File: src/design/asg_pkg.sv
`timescale 1ns / 1ps

package asg_pkg;

  localparam int MAX_VOICES = 12;

  // Derived widths
  localparam int VOICE_AW = (MAX_VOICES > 1) ? $clog2(MAX_VOICES) : 1;
  localparam int CNT_W    = $clog2(MAX_VOICES + 1);
  localparam int TONE_W   = $clog2(2 * MAX_VOICES + 1);
  localparam int DIV_W    = $clog2(4 * MAX_VOICES - 1);

  // Field widths
  localparam int OP_W      = 2;
  localparam int SLOT_W    = 4;
  localparam int PITCH_W   = 7;
  localparam int ROLE_W    = 2;
  localparam int VEL_W     = 7;
  localparam int STEP_W    = 32;
  localparam int SAMPLES_W = 20;
  localparam int OFF_W     = 52;
  localparam int KCNT_W    = $clog2(STEP_W);
  localparam int VENTRY_W  = ROLE_W + PITCH_W;

  // APB
  localparam int PADDR_W = 5;
  localparam int PDATA_W = 32;

  localparam logic [31:0] NOISE_SALT = 32'h0000_0A9F;

  // Item opcodes
  localparam logic [OP_W-1:0] OP_LOAD    = 2'd0;
  localparam logic [OP_W-1:0] OP_RESTART = 2'd1;
  localparam logic [OP_W-1:0] OP_STEP    = 2'd2;

  // Directions
  localparam logic [1:0] DIR_UP   = 2'd0;
  localparam logic [1:0] DIR_DOWN = 2'd1;

  // Voice roles
  localparam logic [ROLE_W-1:0] ROLE_BASS  = 2'd0;
  localparam logic [ROLE_W-1:0] ROLE_INNER = 2'd1;
  localparam logic [ROLE_W-1:0] ROLE_TOP   = 2'd2;
  localparam logic [ROLE_W-1:0] ROLE_BAD   = 2'd3;

  // Register indexes
  localparam logic [2:0] REG_VOICE_COUNT = 3'd0;
  localparam logic [2:0] REG_OCTAVE_SPAN = 3'd1;
  localparam logic [2:0] REG_DIRECTION   = 3'd2;
  localparam logic [2:0] REG_TOP_HOLD    = 3'd3;
  localparam logic [2:0] REG_VEL_BASE    = 3'd4;
  localparam logic [2:0] REG_SEED        = 3'd5;
  localparam logic [2:0] REG_STEP        = 3'd6;
  localparam logic [2:0] REG_GATE        = 3'd7;

  typedef enum logic [2:0] {
    ST_IDLE,
    ST_DIV,
    ST_TONE,
    ST_LOOKUP,
    ST_EMIT
  } state_e;

endpackage

File: src/design/asg_ram.sv
`timescale 1ns / 1ps

module asg_ram #(
  parameter int WIDTH = 8,
  parameter int DEPTH = 16
) (
  input  logic                                        clk_i,
  input  logic                                        we_i,
  input  logic [((DEPTH > 1) ? $clog2(DEPTH) : 1)-1:0] waddr_i,
  input  logic [WIDTH-1:0]                            wdata_i,
  input  logic [((DEPTH > 1) ? $clog2(DEPTH) : 1)-1:0] raddr_i,
  output logic [WIDTH-1:0]                            rdata_o
);

  logic [WIDTH-1:0] mem_q [DEPTH];
  logic [WIDTH-1:0] rdata_q;

  always_ff @(posedge clk_i) begin
    if (we_i) begin
      mem_q[waddr_i] <= wdata_i;
    end
    rdata_q <= mem_q[raddr_i];
  end

  assign rdata_o = rdata_q;

endmodule

File: src/design/arpeggiator_step_generator.sv
`timescale 1ns / 1ps

// Channel   Direction  Handshake                  Payload
// in        sink       in_valid_i / in_stall_o    op, voice_slot, voice_pitch, voice_role,
//                                                 step_index
// out       source     out_valid_o / out_stall_i  note_pitch, note_velocity, note_on_offset,
//                                                 note_off_offset, note_role
// cfg       APB slave  psel/penable/pwrite/pready 8 registers at 4*i, 32-bit data
//
// Load, restart, ignored items and steps with no voices or a zero step do not leave idle.
// A grid step goes through the accept in idle, the bit-serial k modulo period unit, a state
// to read the voice memory, a state to check the tone and advance the noise, and an emit
// state; a dropped tone skips the emit state.
// The emit cycle holds while the output register is full and stalled; the next item
// is taken while a result waits there. Reset clears control state and the config registers; the
// voice memory holds nothing until loaded.

module arpeggiator_step_generator (
  input  logic                            clk_i,
  input  logic                            rst_ni,

  input  logic                            in_valid_i,
  output logic                            in_stall_o,
  input  logic [asg_pkg::OP_W-1:0]        op_i,
  input  logic [asg_pkg::SLOT_W-1:0]      voice_slot_i,
  input  logic [asg_pkg::PITCH_W-1:0]     voice_pitch_i,
  input  logic [asg_pkg::ROLE_W-1:0]      voice_role_i,
  input  logic [asg_pkg::STEP_W-1:0]      step_index_i,

  output logic                            out_valid_o,
  input  logic                            out_stall_i,
  output logic [asg_pkg::PITCH_W-1:0]     note_pitch_o,
  output logic [asg_pkg::VEL_W-1:0]       note_velocity_o,
  output logic [asg_pkg::OFF_W-1:0]       note_on_offset_o,
  output logic [asg_pkg::OFF_W-1:0]       note_off_offset_o,
  output logic [asg_pkg::ROLE_W-1:0]      note_role_o,

  input  logic                            psel,
  input  logic                            penable,
  input  logic                            pwrite,
  input  logic [asg_pkg::PADDR_W-1:0]     paddr,
  input  logic [asg_pkg::PDATA_W-1:0]     pwdata,
  output logic [asg_pkg::PDATA_W-1:0]     prdata,
  output logic                            pready
);

  localparam int VOICE_AW = asg_pkg::VOICE_AW;
  localparam int CNT_W    = asg_pkg::CNT_W;
  localparam int TONE_W   = asg_pkg::TONE_W;
  localparam int DIV_W    = asg_pkg::DIV_W;
  localparam int OFF_W    = asg_pkg::OFF_W;
  localparam int STEP_W   = asg_pkg::STEP_W;
  localparam int KCNT_W   = asg_pkg::KCNT_W;

  // ---------------------------------------------------------------- config
  logic [3:0]                         voice_count_q;
  logic [1:0]                         octave_span_q;
  logic [1:0]                         direction_q;
  logic                               top_hold_q;
  logic [asg_pkg::VEL_W-1:0]          vel_base_q;
  logic [31:0]                        seed_q;
  logic [asg_pkg::SAMPLES_W-1:0]      step_samples_q;
  logic [asg_pkg::SAMPLES_W-1:0]      gate_samples_q;
  logic                               cfg_wr;
  logic [2:0]                         cfg_idx;

  assign pready  = 1'b1;
  assign cfg_idx = paddr[4:2];
  assign cfg_wr  = psel && penable && pwrite && pready;

  always_ff @(posedge clk_i or negedge rst_ni) begin
    if (!rst_ni) begin
      voice_count_q  <= '0;
      octave_span_q  <= 2'd1;
      direction_q    <= asg_pkg::DIR_UP;
      top_hold_q     <= 1'b0;
      vel_base_q     <= 7'd100;
      seed_q         <= '0;
      step_samples_q <= 20'd12000;
      gate_samples_q <= 20'd6000;
    end else if (cfg_wr) begin
      unique case (cfg_idx)
        asg_pkg::REG_VOICE_COUNT: voice_count_q  <= pwdata[3:0];
        asg_pkg::REG_OCTAVE_SPAN: octave_span_q  <= pwdata[1:0];
        asg_pkg::REG_DIRECTION:   direction_q    <= pwdata[1:0];
        asg_pkg::REG_TOP_HOLD:    top_hold_q     <= pwdata[0];
        asg_pkg::REG_VEL_BASE:    vel_base_q     <= pwdata[6:0];
        asg_pkg::REG_SEED:        seed_q         <= pwdata;
        asg_pkg::REG_STEP:        step_samples_q <= pwdata[19:0];
        asg_pkg::REG_GATE:        gate_samples_q <= pwdata[19:0];
        default: ;
      endcase
    end
  end

  always_comb begin
    unique case (cfg_idx)
      asg_pkg::REG_VOICE_COUNT: prdata = 32'(voice_count_q);
      asg_pkg::REG_OCTAVE_SPAN: prdata = 32'(octave_span_q);
      asg_pkg::REG_DIRECTION:   prdata = 32'(direction_q);
      asg_pkg::REG_TOP_HOLD:    prdata = 32'(top_hold_q);
      asg_pkg::REG_VEL_BASE:    prdata = 32'(vel_base_q);
      asg_pkg::REG_SEED:        prdata = seed_q;
      asg_pkg::REG_STEP:        prdata = 32'(step_samples_q);
      asg_pkg::REG_GATE:        prdata = 32'(gate_samples_q);
      default:                  prdata = '0;
    endcase
  end

  // ---------------------------------------------------------------- control
  asg_pkg::state_e state_q, state_d;

  logic                 in_acc;
  logic                 step_go;
  logic                 load_out;
  logic                 drop_tone;
  logic [CNT_W-1:0]     count_eff;
  logic [TONE_W-1:0]    n_eff;
  logic [DIV_W-1:0]     div_eff;
  logic [KCNT_W-1:0]    div_cnt_q;
  logic                 out_valid_q;

  assign in_stall_o = (state_q != asg_pkg::ST_IDLE);
  assign in_acc     = in_valid_i && !in_stall_o;

  assign count_eff = (32'(voice_count_q) > asg_pkg::MAX_VOICES) ?
                     CNT_W'(asg_pkg::MAX_VOICES) : CNT_W'(voice_count_q);
  // span 0 acts as one octave, 3 as two
  assign n_eff     = octave_span_q[1] ? TONE_W'(2 * count_eff) : TONE_W'(count_eff);
  assign div_eff   = (direction_q == asg_pkg::DIR_UP || direction_q == asg_pkg::DIR_DOWN) ?
                     DIV_W'(n_eff) : DIV_W'(2 * n_eff - 2);

  assign step_go  = in_acc && (op_i == asg_pkg::OP_STEP) && (count_eff != '0) &&
                    (step_samples_q != '0);
  assign load_out = (state_q == asg_pkg::ST_EMIT) && (!out_valid_q || !out_stall_i);

  always_ff @(posedge clk_i or negedge rst_ni) begin
    if (!rst_ni) begin
      state_q <= asg_pkg::ST_IDLE;
    end else begin
      state_q <= state_d;
    end
  end

  always_comb begin
    state_d = state_q;
    unique case (state_q)
      asg_pkg::ST_IDLE: begin
        if (step_go) begin
          state_d = asg_pkg::ST_DIV;
        end
      end
      asg_pkg::ST_DIV: begin
        if (div_cnt_q == '1) begin
          state_d = asg_pkg::ST_TONE;
        end
      end
      asg_pkg::ST_TONE: begin
        state_d = asg_pkg::ST_LOOKUP;
      end
      asg_pkg::ST_LOOKUP: begin
        state_d = drop_tone ? asg_pkg::ST_IDLE : asg_pkg::ST_EMIT;
      end
      asg_pkg::ST_EMIT: begin
        if (load_out) begin
          state_d = asg_pkg::ST_IDLE;
        end
      end
      default: state_d = asg_pkg::ST_IDLE;
    endcase
  end

  // ---------------------------------------------------------------- voice memory
  logic                          vm_we;
  logic [VOICE_AW-1:0]           vm_waddr;
  logic [asg_pkg::VENTRY_W-1:0]  vm_wdata;
  logic [VOICE_AW-1:0]           vm_raddr;
  logic [asg_pkg::VENTRY_W-1:0]  vm_rdata;
  logic [asg_pkg::ROLE_W-1:0]    role_fix;

  // Loads land only while idle and the read that is used is taken in the tone state, so the two never overlap.
  assign role_fix = (voice_role_i == asg_pkg::ROLE_BAD) ? asg_pkg::ROLE_INNER : voice_role_i;
  assign vm_we    = in_acc && (op_i == asg_pkg::OP_LOAD) &&
                    (32'(voice_slot_i) < asg_pkg::MAX_VOICES);
  assign vm_waddr = VOICE_AW'(voice_slot_i);
  assign vm_wdata = {role_fix, voice_pitch_i};

  asg_ram #(
    .WIDTH (asg_pkg::VENTRY_W),
    .DEPTH (asg_pkg::MAX_VOICES)
  ) u_voice_ram (
    .clk_i   (clk_i),
    .we_i    (vm_we),
    .waddr_i (vm_waddr),
    .wdata_i (vm_wdata),
    .raddr_i (vm_raddr),
    .rdata_o (vm_rdata)
  );

  // ---------------------------------------------------------------- datapath
  logic [STEP_W-1:0]           k_shift_q;
  logic [DIV_W-1:0]            rem_q;
  logic [DIV_W-1:0]            div_q;
  logic [TONE_W-1:0]           n_q;
  logic [CNT_W-1:0]            count_q;
  logic [1:0]                  dir_q;
  logic [OFF_W-1:0]            on_q;
  logic [OFF_W-1:0]            on_prod;
  logic                        oct_q;
  logic [asg_pkg::PITCH_W-1:0] pitch_q;
  logic [asg_pkg::ROLE_W-1:0]  role_q;
  logic [31:0]                 noise_q;

  assign on_prod = step_index_i * step_samples_q;

  // restoring remainder, one dividend bit per cycle
  logic [DIV_W:0]   trial;
  logic             trial_ge;
  logic [DIV_W-1:0] rem_d;

  assign trial    = {rem_q, k_shift_q[STEP_W-1]};
  assign trial_ge = trial >= {1'b0, div_q};
  assign rem_d    = trial_ge ? DIV_W'(trial - {1'b0, div_q}) : DIV_W'(trial);

  // tone selection from the remainder
  logic [DIV_W-1:0]  t_w;
  logic [TONE_W-1:0] tone;
  logic              oct_d;

  always_comb begin
    case (dir_q)
      asg_pkg::DIR_UP:   t_w = rem_q;
      asg_pkg::DIR_DOWN: t_w = DIV_W'(DIV_W'(n_q) - DIV_W'(1) - rem_q);
      default: begin
        // single tone bounce has no period: stay on tone zero
        if (div_q == '0) begin
          t_w = '0;
        end else if (rem_q < DIV_W'(n_q)) begin
          t_w = rem_q;
        end else begin
          t_w = DIV_W'(div_q - rem_q);
        end
      end
    endcase
  end

  assign tone     = TONE_W'(t_w);
  assign oct_d    = tone >= TONE_W'(count_q);
  assign vm_raddr = oct_d ? VOICE_AW'(tone - TONE_W'(count_q)) : VOICE_AW'(tone);

  // tone check and noise advance
  logic [asg_pkg::PITCH_W-1:0] rd_pitch;
  logic [asg_pkg::ROLE_W-1:0]  rd_role;
  logic [asg_pkg::PITCH_W:0]   pitch_sum;
  logic [31:0]                 nz1, nz2, nz3;

  assign {rd_role, rd_pitch} = vm_rdata;
  assign pitch_sum = {1'b0, rd_pitch} + (oct_q ? 8'd12 : 8'd0);
  assign drop_tone = pitch_sum[asg_pkg::PITCH_W] ||
                     (top_hold_q && (rd_role == asg_pkg::ROLE_TOP));
  assign nz1 = noise_q ^ (noise_q << 13);
  assign nz2 = nz1 ^ (nz1 >> 17);
  assign nz3 = nz2 ^ (nz2 << 5);

  // velocity from the advanced noise
  logic signed [23:0] nd;
  logic signed [25:0] ns;
  logic        [25:0] nmag;
  logic        [2:0]  nq;
  logic signed [8:0]  nterm;
  logic signed [8:0]  weight;
  logic signed [8:0]  vel_sum;
  logic [asg_pkg::VEL_W-1:0] vel;
  logic [OFF_W-1:0]          gate_eff;

  assign nd    = {~noise_q[23], noise_q[22:0]};
  assign ns    = {{2{nd[23]}}, nd} + {nd[23], nd, 1'b0};
  assign nmag  = ns[25] ? 26'(-ns) : ns;
  assign nq    = nmag[25:23];
  assign nterm = ns[25] ? -$signed({6'b0, nq}) : $signed({6'b0, nq});

  always_comb begin
    case (role_q)
      asg_pkg::ROLE_BASS: weight = -9'sd4;
      asg_pkg::ROLE_TOP:  weight = 9'sd6;
      default:            weight = 9'sd0;
    endcase
  end

  assign vel_sum = $signed({2'b0, vel_base_q}) + weight + nterm;

  always_comb begin
    if (vel_sum < 9'sd1) begin
      vel = 7'd1;
    end else if (vel_sum > 9'sd127) begin
      vel = 7'd127;
    end else begin
      vel = vel_sum[6:0];
    end
  end

  assign gate_eff = (gate_samples_q == '0) ? OFF_W'(1) : OFF_W'(gate_samples_q);

  localparam logic [31:0] NOISE_RESET = asg_pkg::NOISE_SALT | 32'd1;

  always_ff @(posedge clk_i or negedge rst_ni) begin
    if (!rst_ni) begin
      noise_q   <= NOISE_RESET;
      div_cnt_q <= '0;
    end else begin
      if (in_acc && (op_i == asg_pkg::OP_RESTART)) begin
        noise_q <= (seed_q ^ asg_pkg::NOISE_SALT) | 32'd1;
      end else if ((state_q == asg_pkg::ST_LOOKUP) && !drop_tone) begin
        noise_q <= nz3;
      end
      if (step_go) begin
        div_cnt_q <= '0;
      end else if (state_q == asg_pkg::ST_DIV) begin
        div_cnt_q <= div_cnt_q + KCNT_W'(1);
      end
    end
  end

  always_ff @(posedge clk_i) begin
    if (step_go) begin
      k_shift_q <= step_index_i;
      rem_q     <= '0;
      div_q     <= div_eff;
      n_q       <= n_eff;
      count_q   <= count_eff;
      dir_q     <= direction_q;
      on_q      <= on_prod;
    end else if (state_q == asg_pkg::ST_DIV) begin
      k_shift_q <= {k_shift_q[STEP_W-2:0], 1'b0};
      rem_q     <= rem_d;
    end
    if (state_q == asg_pkg::ST_TONE) begin
      oct_q <= oct_d;
    end
    if (state_q == asg_pkg::ST_LOOKUP) begin
      pitch_q <= pitch_sum[asg_pkg::PITCH_W-1:0];
      role_q  <= rd_role;
    end
  end

  // ---------------------------------------------------------------- output register
  logic [asg_pkg::PITCH_W-1:0] out_pitch_q;
  logic [asg_pkg::VEL_W-1:0]   out_vel_q;
  logic [OFF_W-1:0]            out_on_q;
  logic [OFF_W-1:0]            out_off_q;
  logic [asg_pkg::ROLE_W-1:0]  out_role_q;

  always_ff @(posedge clk_i or negedge rst_ni) begin
    if (!rst_ni) begin
      out_valid_q <= 1'b0;
    end else if (load_out) begin
      out_valid_q <= 1'b1;
    end else if (!out_stall_i) begin
      out_valid_q <= 1'b0;
    end
  end

  always_ff @(posedge clk_i) begin
    if (load_out) begin
      out_pitch_q <= pitch_q;
      out_vel_q   <= vel;
      out_on_q    <= on_q;
      out_off_q   <= on_q + gate_eff;
      out_role_q  <= role_q;
    end
  end

  assign out_valid_o       = out_valid_q;
  assign note_pitch_o      = out_pitch_q;
  assign note_velocity_o   = out_vel_q;
  assign note_on_offset_o  = out_on_q;
  assign note_off_offset_o = out_off_q;
  assign note_role_o       = out_role_q;

  // ---------------------------------------------------------------- assertions
  a_div_runs_full: assert property (@(posedge clk_i) disable iff (!rst_ni)
    (state_q == asg_pkg::ST_DIV && div_cnt_q != '1) |=> state_q == asg_pkg::ST_DIV)
    else $error("modulo unit left before all dividend bits");

  a_rem_in_range: assert property (@(posedge clk_i) disable iff (!rst_ni)
    (state_q == asg_pkg::ST_TONE && div_q != '0) |-> rem_q < div_q)
    else $error("remainder not below divisor");

  a_no_overwrite: assert property (@(posedge clk_i) disable iff (!rst_ni)
    (state_q == asg_pkg::ST_EMIT && out_valid_q && out_stall_i) |=>
      state_q == asg_pkg::ST_EMIT && out_valid_q)
    else $error("pending result overwritten");

  a_noise_nonzero: assert property (@(posedge clk_i) disable iff (!rst_ni)
    noise_q != '0)
    else $error("noise generator stuck at zero");

  a_vel_nonzero: assert property (@(posedge clk_i) disable iff (!rst_ni)
    out_valid_q |-> out_vel_q != '0)
    else $error("velocity clamp failed");

endmodule

File: config.mk
export PLATFORM = sky130hd
export DESIGN_NAME = arpeggiator_step_generator
export DESIGN_NICKNAME = d
export VERILOG_FILES = /design/src/design/asg_pkg.sv /design/src/design/asg_ram.sv /design/src/design/arpeggiator_step_generator.sv
export SDC_FILE = /design/constraint.sdc
export NUM_CORES = 2
export LEC_CHECK = 0
export BUFFER_PORTS_ARGS = -buffer_cell sky130_fd_sc_hd__buf_4
export CAP_MARGIN = 20
export CELL_PAD_IN_SITES_DETAIL_PLACEMENT = 1
export CELL_PAD_IN_SITES_GLOBAL_PLACEMENT = 1
export CORE_MARGIN = 3
export CORE_UTILIZATION = 52
export CTS_BUF_LIST = sky130_fd_sc_hd__clkbuf_2
export CTS_CLUSTER_DIAMETER = 50
export CTS_CLUSTER_SIZE = 25
export DETAILED_ROUTE_END_ITERATION = 12
export PLACE_DENSITY_LB_ADDON = 0.1
export SETUP_SLACK_MARGIN = 0.05
export SLEW_MARGIN = 10
export SYNTH_ARGS = -nofsm -noshare
export SYNTH_HDL_FRONTEND = slang
export SYNTH_SLANG_ARGS = --single-unit
File: constraint.sdc
create_clock -name clk_i -period 10.2 [get_ports clk_i]
set_input_delay 1.02 -clock clk_i [delete_from_list [all_inputs] [get_ports clk_i]]
set_output_delay 1.02 -clock clk_i [all_outputs]
set_load 0.1 [all_outputs]
==> impl_results.md <==
- RePlAce Congestion: 0.8719
- Ys flop type: edfxtp_1
- I/O pin total: 246
- Max incr delay on CP: 0.95 ns
- Delay-heaviest family, CP: adder cells
- Min Tclk post-route: 8.224 ns
- Post-DRT Antenna Nets: 0
- DRC: 0
- Worst Skew: 0.2043 ns
- Mean Syn Cell Area: 10.49 µm²
- TritonCTS Buffers: 40
- Initial antenna violation count: 7
- Max clock buf depth: 3
- Iter 0 DRT Violations: 1822
- Multi-input gate area in the final layout: 26820 µm²
- Seq cells post-synth: 483
- Chip Width: 295.8 µm
- Crit-path slowest cell: dfstp_2
- Measured slew at the worst slew-check pin: 1.143 ns
- CP Capture Type: register
- Final wirelength: 125500 µm
- Pin count of the biggest net entering global routing: 73
- Clk slew on worst S/H paths: 0.34 ns
- Post-detail-place hpwl: 96540 µm
- Most frequent cells in the layout: nand2_1, inv_1, fa_1
- Gr ovfl total: 0
- Vias: 30800
- Vias in the first global route: 33790
- Largest cells by area after synthesis: fa_1, edfxtp_1, ha_1
- Peak Freq: 121.6 MHz
- Final Hold Fails: 0
- Post-synth EDFFs: 339
- Die H: 295.8 µm
- RSZ-0062 raised after global routing: no
- IO Port Bufs: 242
- Cells after synthesis: 4163
- Worst relative slew slack: 23.52%
- CTS tree: done
- Hold crit path type: input port to register
- Clock root buffer: clkbuf_2
- Placement Rows: 105
- H-tree Lvls: 2
- Most used cell, CP: fa_1
- Critical path class: register to register
- TNS Setup: 0 ns
- First-pass GRT wire length: 195800 µm
- Register Area: 13740 µm²
- Die area: 87520 µm²
- Starting Density: 52.86%
- Ratio of cells with drive above 1 in the final layout: 12.18%
- Worst-Skew Late Latency: 1.21 ns
- Total track usage: 29.29%
- TritonRoute pass-1 iters: 5
- Startpoint Class: register
- Final worst-path cycle share: 80.63%
- Core Area: 82640 µm²
- Synth warn: 0
- Nets: 5156
- Count of final max-slew check failures: 0
- Crit-path max FO: 21
- Commonest non-fill, non-tap cell in the layout: nand2_1
- Register area share after synthesis: 31.46%
- Post-synth net total: 5049
- Status: complete, no violations
- Top cell type by total area after synthesis: fa_1
- Final setup vio count: 0
- Synth cell types: 92
- Worst path bufs/invs: 6
- Synth top area share: 25.21%
- Worst path required time: 11.14 ns
- Fillers: 9006
- Share of synthesized flip-flops with an asynchronous set or reset: 26.71%
- Clock Sinks: 483
- MaxCap Viol Count: 0
- Post-CTS Setup Bufs: 0
- Via-to-Cell Ratio: 5.728
- Mapped cell area: 43680 µm²
- P&R area growth vs syn: 7.628%
- CP Data Arrival Time: 9.16 ns
- Post-DR wirelength/cell: 23.34 µm
==> sequential cells by signal (all words and copies together) (netlist names), 4 cells and up <==
name and count:
count_q 4, div_cnt_q 5, div_q 6, gate_samples_q 20, k_shift_q 32, n_q 5, noise_q 32, note_off_offset_o 52
note_on_offset_o 52, note_pitch_o 7, note_velocity_o 7, on_q 52, pitch_q 7, rem_q 6, seed_q 32, step_samples_q 20
u_voice_ram.mem_q 108, u_voice_ram.rdata_o 9, vel_base_q 7, voice_count_q 4
==> cell usage after synthesis (all sizes together) (5+ instances only) <==
cell      n
a221o     8
a21o     50
nor4     17
mux2     98
fa      550
nor3     27
a22oi    18
nand2b   30
o221ai   18
xnor2   131
o21a     19
and2    242
o211ai   10
o31ai     5
mux4     24
mux2i    50
nor2b    34
dfrtp   103
ha      245
a21oi   124
o21ai   120
o22ai     7
nand4    17
dfstp    26
clkbuf  215
dfxtp    15
or3       6
xor2     63
o21bai   13
and3     19
nand3    48
buf      15
nor3b     5
a211oi   19
inv     600
nor2    128
nand2   621
a21boi   11
a31oi     7
edfxtp  339
==> repair_timing <==
action	4_1_cts	5_1_grt
endpoints found under the hold margin	158	0
hold buffers	14	0
resized for setup	0	0
setup endpoints to repair	0	0
==> stage by stage <==
stage	setup WS, ns	hold slack, ns	area [µm²]	util [%]	instances
after floorplan	2.740	0.3855	43680	-	4163
after global placement	1.837	0.3864	46260	55.98	5282
after detailed placement	1.744	0.3920	46270	55.99	5283
after CTS	1.943	0.01947	47000	56.87	5371
after global routing	1.499	0.02942	47010	56.88	5374
final	1.976	0.1074	47010	56.89	5377
==> layout make-up <==
class | count | area share, %
diodes | 5 | 0.02661
multi-input cells | 2849 | 57.05
flip-flops and latches | 483 | 29.23
clock buffers | 42 | 0.4471
well taps | 1070 | 2.848
inverters | 601 | 4.804
repair buffers | 295 | 4.804
clock inverters | 32 | 0.7984
==> worst register-to-register path: stages (launching register included) <==
cell,delay (ns)
dfstp_2,0.95
buf_4,0.45
nand2_1,0.14
fa_1,0.52
inv_1,0.05
fa_1,0.53
inv_1,0.06
fa_1,0.49
inv_1,0.06
fa_1,0.53
inv_1,0.05
fa_1,0.49
inv_1,0.06
fa_1,0.49
fa_1,0.42
ha_1,0.36
a211oi_1,0.31
o21ai_1,0.17
o22ai_1,0.22
a21oi_1,0.15
a211oi_1,0.67
o211ai_1,0.20
a31oi_1,0.34
o31ai_1,0.11
a21oi_1,0.18
xnor2_1,0.10
==> logic make-up after synthesis <==
| logic type | after synthesis | share of synthesized area [%] |
|---|---|---|
| mux | 172 | 5.015 |
| buf+inv | 831 | 7.270 |
| xor+xnor | 194 | 3.907 |
| fa+ha+maj | 795 | 32.22 |
| other cells | 1 | 0.008585 |
| flops | 483 | 31.46 |
| compound gates | 473 | 7.109 |
| simple gates | 1214 | 13.01 |
==> final timing paths <==
path / startpoint / to / slack (ns) / depth (start not counted)
max: step_samples_q[6] / on_q[38] / 1.98 / 25
min: pwdata[25] / seed_q[25] / 0.11 / 3
max reg2reg: step_samples_q[6] / on_q[38] / 1.98 / 25
min reg2reg: u_voice_ram.rdata_o[0] / pitch_q[0] / 0.46 / 0
max in group asynchronous: rst_ni / step_samples_q[18] / 8.38 / 3
min in group asynchronous: rst_ni / seed_q[23] / 0.41 / 2
==> per-layer routing <==
metal / GRT usage (%) / vias up / routed length (µm)
met3: 3.130 / 213 / 6201
met1: 38.73 / 16130 / 52550
met5: 0 / - / 10
met2: 50.85 / 785 / 62520
met4: 9.580 / 2 / 4215
li1: - / 13670 / -
Power is not shown: default switching activity piles up to over one toggle a cycle in this logic, so the estimate is an artifact.
